**src/sv/lalpc_pkg.sv**
```systemverilog
// Shared types and constants for the linear actuator limit position controller.
package lalpc_pkg;

  localparam int unsigned POS_W    = 16;
  localparam int unsigned DUTY_W   = 16;
  localparam int unsigned VOLT_W   = 24;
  localparam int unsigned SUPPLY_W = 16;
  localparam int unsigned SCALE_W  = 7;   // set_voltage / supply stays below 100
  localparam int unsigned PROD_W   = DUTY_W + SCALE_W;
  localparam int unsigned DIV_W    = VOLT_W;
  localparam int unsigned DVS_W    = SUPPLY_W;
  localparam int unsigned CNT_W    = $clog2(DIV_W);

  // product / 100 as (product * ceil(2^30 / 100)) >> 30, exact for any product below 2^23
  localparam int unsigned RECIP_W     = 24;
  localparam int unsigned RPROD_W     = PROD_W + RECIP_W;
  localparam int unsigned RECIP_SHIFT = 30;
  localparam logic [RECIP_W-1:0] RECIP_MUL = RECIP_W'(10737419);

  localparam int unsigned APB_DW   = 32;
  localparam int unsigned APB_AW   = 4;

  localparam logic [PROD_W-1:0] PCT_DIVISOR = PROD_W'(100);
  localparam logic [PROD_W-1:0] ROUND_HALF  = PROD_W'(50);

  // register indexes
  localparam logic [1:0] REG_MAX_POSITION = 2'd0;
  localparam logic [1:0] REG_BASE_DUTY    = 2'd1;
  localparam logic [1:0] REG_SET_VOLTAGE  = 2'd2;

  localparam logic [POS_W-1:0]  RST_MAX_POSITION = POS_W'(4000);
  localparam logic [DUTY_W-1:0] RST_BASE_DUTY    = DUTY_W'(1000);
  localparam logic [VOLT_W-1:0] RST_SET_VOLTAGE  = VOLT_W'(240000);

  // item kinds and motion commands
  localparam logic       KIND_TICK    = 1'b0;
  localparam logic [1:0] CMD_RUN_DOWN = 2'd0;
  localparam logic [1:0] CMD_RUN_UP   = 2'd1;
  localparam logic [1:0] CMD_IDLE     = 2'd2;
  localparam logic [1:0] CMD_UNKNOWN  = 2'd3;

  // end stop latch
  localparam logic [1:0] LATCH_NONE   = 2'd0;
  localparam logic [1:0] LATCH_BOTTOM = 2'd1;
  localparam logic [1:0] LATCH_TOP    = 2'd2;

  // result status
  localparam logic [1:0] ST_RUNNING = 2'd0;
  localparam logic [1:0] ST_BOTTOM  = 2'd1;
  localparam logic [1:0] ST_TOP     = 2'd2;
  localparam logic [1:0] ST_IDLE    = 2'd3;

  typedef struct packed {
    logic capture;
    logic div_start;
    logic mul_load;
    logic recip_load;
    logic commit;
  } ctrl_cmd_t;

  typedef struct packed {
    logic need_div;
    logic div_done;
    logic out_free;
  } ctrl_sts_t;

endpackage

```
**src/sv/lalpc_chan_if.sv**
```systemverilog
// Request and result channel interfaces.
interface lalpc_in_if;
  import lalpc_pkg::*;
  logic                valid;
  logic                ready;
  logic                kind;
  logic [1:0]          command;
  logic                up_limit;
  logic                down_limit;
  logic                driver_fault;
  logic [SUPPLY_W-1:0] supply_voltage;

  modport source (output valid, kind, command, up_limit, down_limit, driver_fault,
                  supply_voltage, input ready);
  modport sink (input valid, kind, command, up_limit, down_limit, driver_fault,
                supply_voltage, output ready);
endinterface

interface lalpc_out_if;
  import lalpc_pkg::*;
  logic              valid;
  logic              ready;
  logic [DUTY_W-1:0] pwm_duty;
  logic              direction_down;
  logic              reset_pulse;
  logic [1:0]        status;
  logic [POS_W-1:0]  position_estimate;

  modport source (output valid, pwm_duty, direction_down, reset_pulse, status,
                  position_estimate, input ready);
  modport sink (input valid, pwm_duty, direction_down, reset_pulse, status,
                position_estimate, output ready);
endinterface

```
**src/sv/lalpc_div.sv**
```systemverilog
// Serial restoring divider, one quotient bit per cycle.
module lalpc_div import lalpc_pkg::*; (
  input  logic             clk_i,
  input  logic             rst_ni,
  input  logic             start_i,
  input  logic [DIV_W-1:0] dividend_i,
  input  logic [DVS_W-1:0] divisor_i,
  output logic             done_o,
  output logic [DIV_W-1:0] quot_o
);

  logic             busy_q, busy_d;
  logic             done_q, done_d;
  logic [CNT_W-1:0] cnt_q, cnt_d;
  logic [DIV_W-1:0] quo_q, quo_d;
  logic [DVS_W-1:0] rem_q, rem_d;
  logic [DVS_W-1:0] dvs_q, dvs_d;
  logic [DVS_W:0]   trial;
  logic [DVS_W:0]   diff;

  assign trial = {rem_q, quo_q[DIV_W-1]};
  assign diff  = trial - {1'b0, dvs_q};

  always_comb begin
    busy_d = busy_q;
    done_d = 1'b0;
    cnt_d  = cnt_q;
    quo_d  = quo_q;
    rem_d  = rem_q;
    dvs_d  = dvs_q;
    if (start_i) begin
      busy_d = 1'b1;
      cnt_d  = '0;
      quo_d  = dividend_i;
      rem_d  = '0;
      dvs_d  = divisor_i;
    end else if (busy_q) begin
      if (trial >= {1'b0, dvs_q}) begin
        rem_d = diff[DVS_W-1:0];
        quo_d = {quo_q[DIV_W-2:0], 1'b1};
      end else begin
        rem_d = trial[DVS_W-1:0];
        quo_d = {quo_q[DIV_W-2:0], 1'b0};
      end
      cnt_d = cnt_q + 1'b1;
      if (cnt_q == CNT_W'(DIV_W - 1)) begin
        busy_d = 1'b0;
        done_d = 1'b1;
      end
    end
  end

  always_ff @(posedge clk_i or negedge rst_ni) begin
    if (!rst_ni) begin
      busy_q <= 1'b0;
      done_q <= 1'b0;
      cnt_q  <= '0;
    end else begin
      busy_q <= busy_d;
      done_q <= done_d;
      cnt_q  <= cnt_d;
    end
  end

  always_ff @(posedge clk_i) begin
    quo_q <= quo_d;
    rem_q <= rem_d;
    dvs_q <= dvs_d;
  end

  assign done_o = done_q;
  assign quot_o = quo_q;

endmodule

```
**src/sv/lalpc_datapath.sv**
```systemverilog
// Item registers, actuator state, supply compensation arithmetic and result register.
module lalpc_datapath import lalpc_pkg::*; (
  input  logic                clk_i,
  input  logic                rst_ni,
  input  ctrl_cmd_t           cmd_i,
  output ctrl_sts_t           sts_o,
  input  logic [POS_W-1:0]    max_position_i,
  input  logic [DUTY_W-1:0]   base_duty_i,
  input  logic [VOLT_W-1:0]   set_voltage_i,
  input  logic                kind_i,
  input  logic [1:0]          command_i,
  input  logic                up_limit_i,
  input  logic                down_limit_i,
  input  logic                driver_fault_i,
  input  logic [SUPPLY_W-1:0] supply_voltage_i,
  output logic                out_valid_o,
  input  logic                out_ready_i,
  output logic [DUTY_W-1:0]   pwm_duty_o,
  output logic                direction_down_o,
  output logic                reset_pulse_o,
  output logic [1:0]          status_o,
  output logic [POS_W-1:0]    position_estimate_o
);

  // captured request
  logic                kind_q;
  logic [1:0]          cmd_q;
  logic                up_q, dn_q, fault_q;
  logic [SUPPLY_W-1:0] supply_q;

  // actuator state
  logic [POS_W-1:0]  pos_q, pos_d;
  logic [1:0]        latch_q, latch_d;
  logic [DUTY_W-1:0] duty_q, duty_d;
  logic              down_q, down_d;

  logic [PROD_W-1:0]  prod_q;
  logic [DUTY_W-1:0]  quot_q;
  logic [RPROD_W-1:0] recip_prod;
  logic [PROD_W-1:0]  pct_rem;

  logic              out_valid_q;
  logic [DUTY_W-1:0] o_duty_q;
  logic              o_down_q, o_pulse_q;
  logic [1:0]        o_status_q, status_d;
  logic [POS_W-1:0]  o_pos_q;
  logic              pulse_d;

  logic              div_done;
  logic [DIV_W-1:0]  div_quot;

  logic              power, drive;
  logic [VOLT_W-1:0] supply_x100;
  logic              bypass;
  logic [DUTY_W-1:0] rounded;
  logic [POS_W-1:0]  pos_sync;

  lalpc_div u_div (
    .clk_i      (clk_i),
    .rst_ni     (rst_ni),
    .start_i    (cmd_i.div_start),
    .dividend_i (set_voltage_i),
    .divisor_i  (supply_q),
    .done_o     (div_done),
    .quot_o     (div_quot)
  );

  // supply <= set_voltage/100 is the same test as supply*100 <= set_voltage
  assign supply_x100 = VOLT_W'(supply_q) * VOLT_W'(100);
  assign bypass      = (supply_x100 <= set_voltage_i);

  assign recip_prod = RPROD_W'(prod_q) * RPROD_W'(RECIP_MUL);
  assign pct_rem    = prod_q - PROD_W'(quot_q) * PCT_DIVISOR;
  assign rounded    = quot_q + DUTY_W'(pct_rem > ROUND_HALF);

  always_comb begin
    power = 1'b0;
    if (kind_q != KIND_TICK) begin
      unique case (cmd_q)
        CMD_RUN_DOWN: power = !(dn_q || latch_q == LATCH_BOTTOM);
        CMD_RUN_UP:   power = !(up_q || latch_q == LATCH_TOP);
        CMD_IDLE,
        CMD_UNKNOWN:  power = 1'b0;
        default:      power = 1'b0;
      endcase
    end
  end

  assign drive = power && (base_duty_i != '0);

  always_comb begin
    pos_d    = pos_q;
    latch_d  = latch_q;
    duty_d   = duty_q;
    down_d   = down_q;
    status_d = ST_RUNNING;
    pulse_d  = 1'b0;
    pos_sync = dn_q ? '0 : (up_q ? max_position_i : pos_q);
    if (kind_q == KIND_TICK) begin
      pos_d = pos_sync;
      if (duty_q != '0) begin
        if (down_q) begin
          if (pos_sync != '0) pos_d = pos_sync - 1'b1;
        end else if (pos_sync < max_position_i) begin
          pos_d = pos_sync + 1'b1;
        end
      end
    end else begin
      unique case (cmd_q)
        CMD_RUN_DOWN: begin
          if (!power) begin
            latch_d  = LATCH_BOTTOM;
            pos_d    = '0;
            status_d = ST_BOTTOM;
          end else begin
            latch_d = LATCH_NONE;
            down_d  = 1'b1;
          end
        end
        CMD_RUN_UP: begin
          if (!power) begin
            latch_d  = LATCH_TOP;
            pos_d    = max_position_i;
            status_d = ST_TOP;
          end else begin
            latch_d = LATCH_NONE;
            down_d  = 1'b0;
          end
        end
        CMD_IDLE:    status_d = ST_IDLE;
        CMD_UNKNOWN: status_d = ST_RUNNING;
        default:     status_d = ST_RUNNING;
      endcase
      if (drive) begin
        pulse_d = fault_q;
        duty_d  = bypass ? base_duty_i : rounded;
      end else begin
        duty_d = '0;
      end
    end
  end

  assign sts_o.need_div = drive && !bypass;
  assign sts_o.div_done = div_done;
  assign sts_o.out_free = !out_valid_q || out_ready_i;

  always_ff @(posedge clk_i) begin
    if (cmd_i.capture) begin
      kind_q   <= kind_i;
      cmd_q    <= command_i;
      up_q     <= up_limit_i;
      dn_q     <= down_limit_i;
      fault_q  <= driver_fault_i;
      supply_q <= supply_voltage_i;
    end
    if (cmd_i.mul_load) begin
      prod_q <= PROD_W'(base_duty_i) * PROD_W'(div_quot[SCALE_W-1:0]);
    end
    if (cmd_i.recip_load) begin
      quot_q <= recip_prod[RECIP_SHIFT +: DUTY_W];
    end
    if (cmd_i.commit) begin
      o_duty_q   <= duty_d;
      o_down_q   <= down_d;
      o_pulse_q  <= pulse_d;
      o_status_q <= status_d;
      o_pos_q    <= pos_d;
    end
  end

  always_ff @(posedge clk_i or negedge rst_ni) begin
    if (!rst_ni) begin
      pos_q       <= '0;
      latch_q     <= LATCH_NONE;
      duty_q      <= '0;
      down_q      <= 1'b0;
      out_valid_q <= 1'b0;
    end else begin
      if (cmd_i.commit) begin
        pos_q   <= pos_d;
        latch_q <= latch_d;
        duty_q  <= duty_d;
        down_q  <= down_d;
      end
      if (cmd_i.commit) begin
        out_valid_q <= 1'b1;
      end else if (out_ready_i) begin
        out_valid_q <= 1'b0;
      end
    end
  end

  assign out_valid_o         = out_valid_q;
  assign pwm_duty_o          = o_duty_q;
  assign direction_down_o    = o_down_q;
  assign reset_pulse_o       = o_pulse_q;
  assign status_o            = o_status_q;
  assign position_estimate_o = o_pos_q;

endmodule

```
**src/sv/lalpc_ctrl.sv**
```systemverilog
// Sequencer for request capture, supply compensation and result commit.
module lalpc_ctrl import lalpc_pkg::*; (
  input  logic       clk_i,
  input  logic       rst_ni,
  input  logic       in_valid_i,
  output logic       in_ready_o,
  input  ctrl_sts_t  sts_i,
  output ctrl_cmd_t  cmd_o
);

  typedef enum logic [5:0] {
    S_IDLE  = 6'b000001,
    S_EVAL  = 6'b000010,
    S_DIV   = 6'b000100,
    S_MUL   = 6'b001000,
    S_RECIP = 6'b010000,
    S_FIN   = 6'b100000
  } state_e;

  state_e state_q, state_d;

  always_comb begin
    state_d = state_q;
    cmd_o   = '0;
    unique case (state_q)
      S_IDLE: begin
        cmd_o.capture = in_valid_i;
        if (in_valid_i) state_d = S_EVAL;
      end
      S_EVAL: begin
        if (sts_i.need_div) begin
          cmd_o.div_start = 1'b1;
          state_d         = S_DIV;
        end else if (sts_i.out_free) begin
          cmd_o.commit = 1'b1;
          state_d      = S_IDLE;
        end
      end
      S_DIV: begin
        if (sts_i.div_done) state_d = S_MUL;
      end
      S_MUL: begin
        cmd_o.mul_load = 1'b1;
        state_d        = S_RECIP;
      end
      S_RECIP: begin
        cmd_o.recip_load = 1'b1;
        state_d          = S_FIN;
      end
      S_FIN: begin
        if (sts_i.out_free) begin
          cmd_o.commit = 1'b1;
          state_d      = S_IDLE;
        end
      end
      default: state_d = S_IDLE;
    endcase
  end

  always_ff @(posedge clk_i or negedge rst_ni) begin
    if (!rst_ni) begin
      state_q <= S_IDLE;
    end else begin
      state_q <= state_d;
    end
  end

  assign in_ready_o = (state_q == S_IDLE);

endmodule

```
**src/sv/linear_actuator_limit_position_control.sv**
```systemverilog
// Top level: APB register file, sequencer and datapath of the actuator controller.
//
// Each request (10 ms tick or motion command) yields one result. Ticks, idle and
// unknown commands, blocked runs, runs with a zero base_duty and runs whose supply
// needs no compensation load the result register from S_EVAL, once the output
// register is free. A run with supply compensation goes through S_DIV, S_MUL,
// S_RECIP and S_FIN: S_EVAL starts a 24-step serial divider that gives
// set_voltage / supply_voltage, S_MUL multiplies by base_duty, S_RECIP divides
// the product by 100 with a reciprocal multiplication, and S_FIN rounds
// half down and loads the result. One request is in work at a time; the next one is
// taken while the previous result still waits in the output register, and its own
// result is held back until that one has gone. The user must write registers over APB
// only while no request is in work; the block itself does not enforce this.
module linear_actuator_limit_position_control import lalpc_pkg::*; (
  input  logic              clk_i,
  input  logic              rst_ni,
  input  logic              psel,
  input  logic              penable,
  input  logic              pwrite,
  input  logic [APB_AW-1:0] paddr,
  input  logic [APB_DW-1:0] pwdata,
  output logic [APB_DW-1:0] prdata,
  output logic              pready,
  lalpc_in_if.sink          in_i,
  lalpc_out_if.source       out_o
);

  logic [POS_W-1:0]  max_position_q;
  logic [DUTY_W-1:0] base_duty_q;
  logic [VOLT_W-1:0] set_voltage_q;
  logic              wr_en;
  logic [1:0]        reg_idx;

  ctrl_cmd_t ctrl_cmd;
  ctrl_sts_t ctrl_sts;

  assign pready  = 1'b1;
  assign reg_idx = paddr[3:2];
  assign wr_en   = psel && penable && pwrite;

  always_ff @(posedge clk_i or negedge rst_ni) begin
    if (!rst_ni) begin
      max_position_q <= RST_MAX_POSITION;
      base_duty_q    <= RST_BASE_DUTY;
      set_voltage_q  <= RST_SET_VOLTAGE;
    end else if (wr_en) begin
      unique case (reg_idx)
        REG_MAX_POSITION: max_position_q <= pwdata[POS_W-1:0];
        REG_BASE_DUTY:    base_duty_q    <= pwdata[DUTY_W-1:0];
        REG_SET_VOLTAGE:  set_voltage_q  <= pwdata[VOLT_W-1:0];
        default: ;
      endcase
    end
  end

  always_comb begin
    unique case (reg_idx)
      REG_MAX_POSITION: prdata = APB_DW'(max_position_q);
      REG_BASE_DUTY:    prdata = APB_DW'(base_duty_q);
      REG_SET_VOLTAGE:  prdata = APB_DW'(set_voltage_q);
      default:          prdata = '0;
    endcase
  end

  lalpc_ctrl u_ctrl (
    .clk_i      (clk_i),
    .rst_ni     (rst_ni),
    .in_valid_i (in_i.valid),
    .in_ready_o (in_i.ready),
    .sts_i      (ctrl_sts),
    .cmd_o      (ctrl_cmd)
  );

  lalpc_datapath u_datapath (
    .clk_i               (clk_i),
    .rst_ni              (rst_ni),
    .cmd_i               (ctrl_cmd),
    .sts_o               (ctrl_sts),
    .max_position_i      (max_position_q),
    .base_duty_i         (base_duty_q),
    .set_voltage_i       (set_voltage_q),
    .kind_i              (in_i.kind),
    .command_i           (in_i.command),
    .up_limit_i          (in_i.up_limit),
    .down_limit_i        (in_i.down_limit),
    .driver_fault_i      (in_i.driver_fault),
    .supply_voltage_i    (in_i.supply_voltage),
    .out_valid_o         (out_o.valid),
    .out_ready_i         (out_o.ready),
    .pwm_duty_o          (out_o.pwm_duty),
    .direction_down_o    (out_o.direction_down),
    .reset_pulse_o       (out_o.reset_pulse),
    .status_o            (out_o.status),
    .position_estimate_o (out_o.position_estimate)
  );

endmodule
```
**src/flat_wrapper.sv**
```systemverilog
// flat-port wrapper written by rule: the top's interface ports become plain ports
module linear_actuator_limit_position_control_flat import lalpc_pkg::*;
  (clk_i, rst_ni, psel, penable, pwrite, paddr, pwdata, prdata, pready, in_i_valid, in_i_kind, in_i_command, in_i_up_limit, in_i_down_limit, in_i_driver_fault, in_i_supply_voltage, in_i_ready, out_o_valid, out_o_pwm_duty, out_o_direction_down, out_o_reset_pulse, out_o_status, out_o_position_estimate, out_o_ready);
  lalpc_in_if in_i_i ();
  lalpc_out_if out_o_i ();
  input  logic clk_i;
  input  logic rst_ni;
  input  logic psel;
  input  logic penable;
  input  logic pwrite;
  input  logic [APB_AW-1:0] paddr;
  input  logic [APB_DW-1:0] pwdata;
  output logic [APB_DW-1:0] prdata;
  output logic pready;
  input wire logic [$bits(in_i_i.valid)-1:0] in_i_valid;
  input wire logic [$bits(in_i_i.kind)-1:0] in_i_kind;
  input wire logic [$bits(in_i_i.command)-1:0] in_i_command;
  input wire logic [$bits(in_i_i.up_limit)-1:0] in_i_up_limit;
  input wire logic [$bits(in_i_i.down_limit)-1:0] in_i_down_limit;
  input wire logic [$bits(in_i_i.driver_fault)-1:0] in_i_driver_fault;
  input wire logic [$bits(in_i_i.supply_voltage)-1:0] in_i_supply_voltage;
  output wire logic [$bits(in_i_i.ready)-1:0] in_i_ready;
  output wire logic [$bits(out_o_i.valid)-1:0] out_o_valid;
  output wire logic [$bits(out_o_i.pwm_duty)-1:0] out_o_pwm_duty;
  output wire logic [$bits(out_o_i.direction_down)-1:0] out_o_direction_down;
  output wire logic [$bits(out_o_i.reset_pulse)-1:0] out_o_reset_pulse;
  output wire logic [$bits(out_o_i.status)-1:0] out_o_status;
  output wire logic [$bits(out_o_i.position_estimate)-1:0] out_o_position_estimate;
  input wire logic [$bits(out_o_i.ready)-1:0] out_o_ready;
  assign in_i_i.valid = in_i_valid;
  assign in_i_i.kind = in_i_kind;
  assign in_i_i.command = in_i_command;
  assign in_i_i.up_limit = in_i_up_limit;
  assign in_i_i.down_limit = in_i_down_limit;
  assign in_i_i.driver_fault = in_i_driver_fault;
  assign in_i_i.supply_voltage = in_i_supply_voltage;
  assign in_i_ready = in_i_i.ready;
  assign out_o_valid = out_o_i.valid;
  assign out_o_pwm_duty = out_o_i.pwm_duty;
  assign out_o_direction_down = out_o_i.direction_down;
  assign out_o_reset_pulse = out_o_i.reset_pulse;
  assign out_o_status = out_o_i.status;
  assign out_o_position_estimate = out_o_i.position_estimate;
  assign out_o_i.ready = out_o_ready;
  linear_actuator_limit_position_control u_core (.clk_i(clk_i), .rst_ni(rst_ni), .psel(psel), .penable(penable), .pwrite(pwrite), .paddr(paddr), .pwdata(pwdata), .prdata(prdata), .pready(pready), .in_i(in_i_i), .out_o(out_o_i));
endmodule
```
**config.mk**
```make
export PLATFORM = sky130hd
export DESIGN_NAME = linear_actuator_limit_position_control_flat
export DESIGN_NICKNAME = d
export VERILOG_FILES = /design/src/sv/lalpc_pkg.sv /design/src/sv/lalpc_chan_if.sv /design/src/sv/lalpc_div.sv /design/src/sv/lalpc_datapath.sv /design/src/sv/lalpc_ctrl.sv /design/src/sv/linear_actuator_limit_position_control.sv /design/src/flat_wrapper.sv
export SDC_FILE = /design/constraint.sdc
export NUM_CORES = 2
export LEC_CHECK = 0
export BUFFER_PORTS_ARGS = -buffer_cell sky130_fd_sc_hd__buf_4
export CORE_UTILIZATION = 45
export DETAILED_ROUTE_END_ITERATION = 16
export GPL_ROUTABILITY_DRIVEN = 0
export MAX_ROUTING_LAYER = met4
export PLACE_DENSITY = 0.65
export SLEW_MARGIN = 20
export SYNTH_ARGS = -nofsm -noshare
export SYNTH_HDL_FRONTEND = slang
export SYNTH_SLANG_ARGS = --single-unit
```
**constraint.sdc**
```tcl
create_clock -name clk_i -period 12.4 [get_ports clk_i]
set_clock_uncertainty 0.2 [all_clocks]
set_input_delay 0 -clock clk_i [delete_from_list [all_inputs] [get_ports clk_i]]
set_output_delay 0 -clock clk_i [all_outputs]
set_load 0.05 [all_outputs]
```
==> flow_summary.html <==
<table>
<tr><th>Metric</th><th>Value</th></tr>
<tr><th colspan="2">Run status</th></tr>
<tr><td>Status</td><td>finished clean</td></tr>
<tr><th colspan="2">Worst setup path</th></tr>
<tr><td>Critical path data required time</td><td>12.52 ns</td></tr>
<tr><td>Category of the most critical setup path</td><td>flop to flop</td></tr>
<tr><td>Critical path buffer and inverter count</td><td>0</td></tr>
<tr><td>CP max stage delay</td><td>between 0.5 and 0.6 ns</td></tr>
<tr><td>Critical path data arrival time</td><td>about 8.6 ns</td></tr>
<tr><td>Element type at the critical path start</td><td>flop</td></tr>
<tr><td>Standard cell with the maximum stage delay on the critical path</td><td>sky130_fd_sc_hd__o41ai_1</td></tr>
<tr><td>Cell occurring most often along the worst timing path</td><td>sky130_fd_sc_hd__ha_1</td></tr>
<tr><td>Type of element capturing the critical path</td><td>flop</td></tr>
<tr><td>Top Family by Delay on Critical Path</td><td>simple AND/OR/NAND/NOR gates</td></tr>
<tr><td>Crit-path max FO</td><td>7</td></tr>
<tr><th colspan="2">Clocking</th></tr>
<tr><td>Hold Buf Count CTS</td><td>~110</td></tr>
<tr><td>CTS Buffer Depth</td><td>3</td></tr>
<tr><td>CTS clk-pin slew, worst paths</td><td>0.06 ns</td></tr>
<tr><td>Clock latency at the later pin of the worst-skew pair</td><td>0.57 ns</td></tr>
<tr><td>Sink Count</td><td>~260</td></tr>
<tr><td>Clock buffers created by TritonCTS</td><td>28</td></tr>
<tr><td>Clock Root Buffer</td><td>sky130_fd_sc_hd__clkbuf_16</td></tr>
<tr><td>Post-CTS Resized</td><td>0</td></tr>
<tr><td>Maximum level of the CTS H-tree</td><td>1</td></tr>
<tr><td>CTS tree</td><td>built</td></tr>
<tr><td>Setup bufs post-CTS</td><td>0</td></tr>
<tr><th colspan="2">Synth</th></tr>
<tr><td>Number of distinct library cells after synthesis</td><td>between 90 and 100</td></tr>
<tr><td>Sequential share of the synthesized area</td><td>around a quarter</td></tr>
<tr><td>Fraction of synthesized cell area in xor and xnor cells</td><td>roughly 3.0%</td></tr>
<tr><td>Simple logic cell fraction of the synthesized area</td><td>approximately 12%</td></tr>
<tr><td>Mux cell area share after synthesis</td><td>between 2 and 3%</td></tr>
<tr><td>Most common library cells after synthesis</td><td>555 x sky130_fd_sc_hd__inv_1, 461 x sky130_fd_sc_hd__ha_1, 288 x sky130_fd_sc_hd__fa_1</td></tr>
<tr><td>Share of the synthesized area in the top cell type</td><td>approximately a fifth</td></tr>
<tr><td>Number of enable-type register cells in the synthesized netlist</td><td>137</td></tr>
<tr><td>Number of instances in the synthesized netlist</td><td>around 3100</td></tr>
<tr><td>Synthesized area divided by synthesized cell count</td><td>between 9 and 10 µm²</td></tr>
<tr><td>Main combinational cell family by area after synthesis</td><td>adder cells</td></tr>
<tr><td>Area of the mapped netlist</td><td>roughly 30000 µm²</td></tr>
<tr><td>Ys flop type</td><td>sky130_fd_sc_hd__edfxtp_1</td></tr>
<tr><td>Synth Area in Compound Gates</td><td>between 10% and 20%</td></tr>
<tr><td>Dominant cells by area after synthesis</td><td>sky130_fd_sc_hd__ha_1 19%, sky130_fd_sc_hd__fa_1 19%, sky130_fd_sc_hd__edfxtp_1 14%</td></tr>
<tr><td>Synthesized flop and latch total</td><td>between 200 and 300</td></tr>
<tr><td>Most repeated cell in the gate-level netlist after synthesis</td><td>sky130_fd_sc_hd__inv_1</td></tr>
<tr><td>Cell type with the largest total area after synthesis</td><td>sky130_fd_sc_hd__ha_1</td></tr>
<tr><td>Share of synthesized cell area in full adder, half adder and majority cells</td><td>approximately two fifths</td></tr>
<tr><td>Number of warnings printed during yosys synthesis</td><td>0</td></tr>
<tr><td>Proportion of synthesized flip-flops having asynchronous set or reset</td><td>40.70%</td></tr>
<tr><th colspan="2">Timing</th></tr>
<tr><td>Slew @ Worst Pin</td><td>approximately 1.0 ns</td></tr>
<tr><td>Worst hold-check slack</td><td>about 0.023 ns</td></tr>
<tr><td>Maximum achievable frequency</td><td>0.1186 GHz</td></tr>
<tr><td>Final total negative setup slack</td><td>0 ns</td></tr>
<tr><td>Max-slew violation count</td><td>0</td></tr>
<tr><td>Count of final hold-check violations</td><td>0</td></tr>
<tr><td>Post-layout min period</td><td>about 8.4 ns</td></tr>
<tr><td>Unrepaired setup endpoints after global routing</td><td>false</td></tr>
<tr><td>Relative slew slack</td><td>32.41%</td></tr>
<tr><td>Final setup violation count</td><td>0</td></tr>
<tr><td>Final worst path period share</td><td>between 60 and 70%</td></tr>
<tr><th colspan="2">Floorplanning</th></tr>
<tr><td>Initial cell density of the core</td><td>between 40 and 50%</td></tr>
<tr><td>Die ar.</td><td>67350 µm²</td></tr>
<tr><td>Cell Rows</td><td>94</td></tr>
<tr><td>Die W</td><td>roughly 260 µm</td></tr>
<tr><td>Chip height</td><td>259.5 µm</td></tr>
<tr><td>I/O pin count</td><td>136</td></tr>
<tr><td>Core Footprint</td><td>roughly 66000 µm²</td></tr>
<tr><th colspan="2">Detailed routing</th></tr>
<tr><td>Per-cell routed wire length</td><td>17.87 µm</td></tr>
<tr><td>Vias per Instance</td><td>5.370</td></tr>
<tr><td>DRC marker count from the first detailed-route iteration</td><td>around 1300</td></tr>
<tr><td>Antenna violation net count after detailed routing</td><td>0</td></tr>
<tr><td>Detailed-router iteration count before antenna repair</td><td>5</td></tr>
<tr><td>Detailed-route wire length</td><td>74260 µm</td></tr>
<tr><td>DRC violations left</td><td>0</td></tr>
<tr><td>Via count of the routed design</td><td>22310</td></tr>
<tr><th colspan="2">Cells and area</th></tr>
<tr><td>Reg area</td><td>just over 7000 µm²</td></tr>
<tr><td>Area used by multi-input combinational logic</td><td>between 20000 and 25000 µm²</td></tr>
<tr><td>Diode insertion count for antenna repair</td><td>0</td></tr>
<tr><td>Utilization after layout</td><td>51.36%</td></tr>
<tr><td>Filler-free cell count of the finished design</td><td>roughly 4200</td></tr>
<tr><td>Fill count</td><td>6053</td></tr>
<tr><td>NumNets Final</td><td>~4100</td></tr>
<tr><td>Design Area, Final</td><td>approximately 34000 µm²</td></tr>
<tr><td>Area added between synthesis and finish</td><td>12.96%</td></tr>
<tr><td>Layout cell share with drive strength beyond 1</td><td>under 10%</td></tr>
<tr><th colspan="2">Placed design</th></tr>
<tr><td>Final HPWL from detailed placement</td><td>around 58000 µm</td></tr>
<tr><td>Cell total after placement</td><td>3990</td></tr>
<tr><td>Placement-stage cell area</td><td>roughly 32000 µm²</td></tr>
<tr><td>Count of input and output buffers</td><td>approximately 120</td></tr>
<tr><th colspan="2">GRT</th></tr>
<tr><td>Wire length of the first global-routing pass</td><td>121900 µm</td></tr>
<tr><td>Number of antenna violations at the first check in global routing</td><td>0</td></tr>
<tr><td>Combined global-route utilization of all metal layers</td><td>a little under a quarter</td></tr>
<tr><td>Global-route congestion overflow total</td><td>0</td></tr>
<tr><td>Pin count of the biggest net entering global routing</td><td>66</td></tr>
<tr><td>Via count of the first global-routing pass</td><td>around 23000</td></tr>
<tr><th colspan="2">Pwr</th></tr>
<tr><td>Pleak</td><td>16.42 nW</td></tr>
<tr><td>VDD IR-drop max</td><td>between 200 and 250 µV</td></tr>
<tr><td>Power per cell area</td><td>between 150 and 200 nW/µm²</td></tr>
<tr><th colspan="2">Worst hold path</th></tr>
<tr><td>Class of the most critical hold timing path</td><td>input port to flop</td></tr>
<tr><th colspan="2">Run</th></tr>
<tr><td># Max-Cap Violations</td><td>0</td></tr>
</table>
## final cells by class
class | instances | share of cell area [%]
clock inverters | 16 | 0.5865
well taps | 864 | 3.207
inverters | 555 | 6.180
flip-flops and latches | 258 | 21.02
clock buffers | 36 | 2.353
repair buffers | 250 | 6.437
multi-input cells | 2176 | 60.21
## layout by cell type, fill, tap and decap left out, types with 48 or more instances in the layout
master	count
sky130_fd_sc_hd__inv_1	554
sky130_fd_sc_hd__ha_1	461
sky130_fd_sc_hd__fa_1	288
sky130_fd_sc_hd__nand2_1	256
sky130_fd_sc_hd__o21ai_0	166
sky130_fd_sc_hd__buf_4	137
sky130_fd_sc_hd__edfxtp_1	137
sky130_fd_sc_hd__a21oi_1	113
sky130_fd_sc_hd__dlygate4sd3_1	112
sky130_fd_sc_hd__nor2_1	109
sky130_fd_sc_hd__dfrtp_1	85
sky130_fd_sc_hd__xnor2_1	69
sky130_fd_sc_hd__and2_1	61
sky130_fd_sc_hd__mux2i_1	52
sky130_fd_sc_hd__a21o_1	48
## through the flow
step | power [mW] | setup WS (ns)
final | 5.653 | 3.965
after global routing | 6.182 | 3.402
after CTS | 5.669 | 3.956
after detailed placement | 4.690 | 3.966
after global placement | 4.645 | 3.979
after floorplan | 3.929 | 5.253
## worst paths after layout
path,to,slack [ns],cells after the start,from
setup reg to reg,u_core.u_datapath.pwm_duty_o[14],3.96,30,u_core.u_datapath.quot_q[2]
hold reg to reg,u_core.u_ctrl.state_q[2],0.29,1,u_core.u_datapath.u_div.done_o
setup / recovery,u_core.u_datapath.pwm_duty_o[14],3.96,30,u_core.u_datapath.quot_q[2]
hold / removal,u_core.max_position_q[12],0.02,4,pwdata[12]
max in group asynchronous,u_core.u_datapath.pos_q[6],10.67,4,rst_ni
min in group asynchronous,u_core.max_position_q[10],0.43,3,rst_ni
## state kept, by name, indices dropped and copies added, names as in the netlist, 2 cells and up
signal and flops:
u_core.u_ctrl.state_q 6, u_core.u_datapath.position_estimate_o 16, u_core.u_datapath.u_div.cnt_q 5, u_core.u_datapath.latch_q 2, u_core.u_datapath.status_o 2, u_core.u_datapath.duty_q 16, u_core.u_datapath.u_div.dvs_q 16, u_core.u_datapath.prod_q 23
u_core.max_position_q 16, u_core.u_datapath.supply_q 16, u_core.u_datapath.cmd_q 2, u_core.u_datapath.quot_q 16, u_core.base_duty_q 16, u_core.u_datapath.pos_q 16, u_core.set_voltage_q 24, u_core.u_datapath.pwm_duty_o 16
u_core.u_datapath.u_div.rem_q 16, u_core.u_datapath.u_div.quot_o 24
## power by group
part / internal (mW) / total (mW) / switching (mW)
logic: 1.42 / 3.34 / 1.92
clock network: 0.536 / 0.902 / 0.366
registers: 1.20 / 1.41 / 0.216
total: 3.15 / 5.65 / 2.50
## worst reg2reg max path: cells and delay by family (launching register included)
family          cells  cell delay, ns
xor+xnor            2            0.29
simple gates       12            2.91
flops               1            0.47
compound gates      9            1.95
fa+ha+maj           7            2.37
## cells by family (layout without fill, tap and decap cells)
kind of cell / after synthesis / in the layout
fa+ha+maj: 749 / 749
simple gates: 693 / 693
buf+inv: 652 / 857
compound gates: 539 / 539
flops: 258 / 258
xor+xnor: 103 / 103
mux: 83 / 83
other cells: 2 / 9
## routing by layer
| layer | GRT usage (%) | vias to the layer above | part of all wire (%) |
|---|---|---|---|
| li1 | - | 10790 | - |
| met1 | 31.02 | 10960 | 46 |
| met2 | 39.06 | 475 | 49 |
| met3 | 1.689 | 84 | 3.8 |
| met4 | 4.706 | 0 | 1.9 |
| met5 | - | - | 0 |
Power figures use the tool's default switching activity.
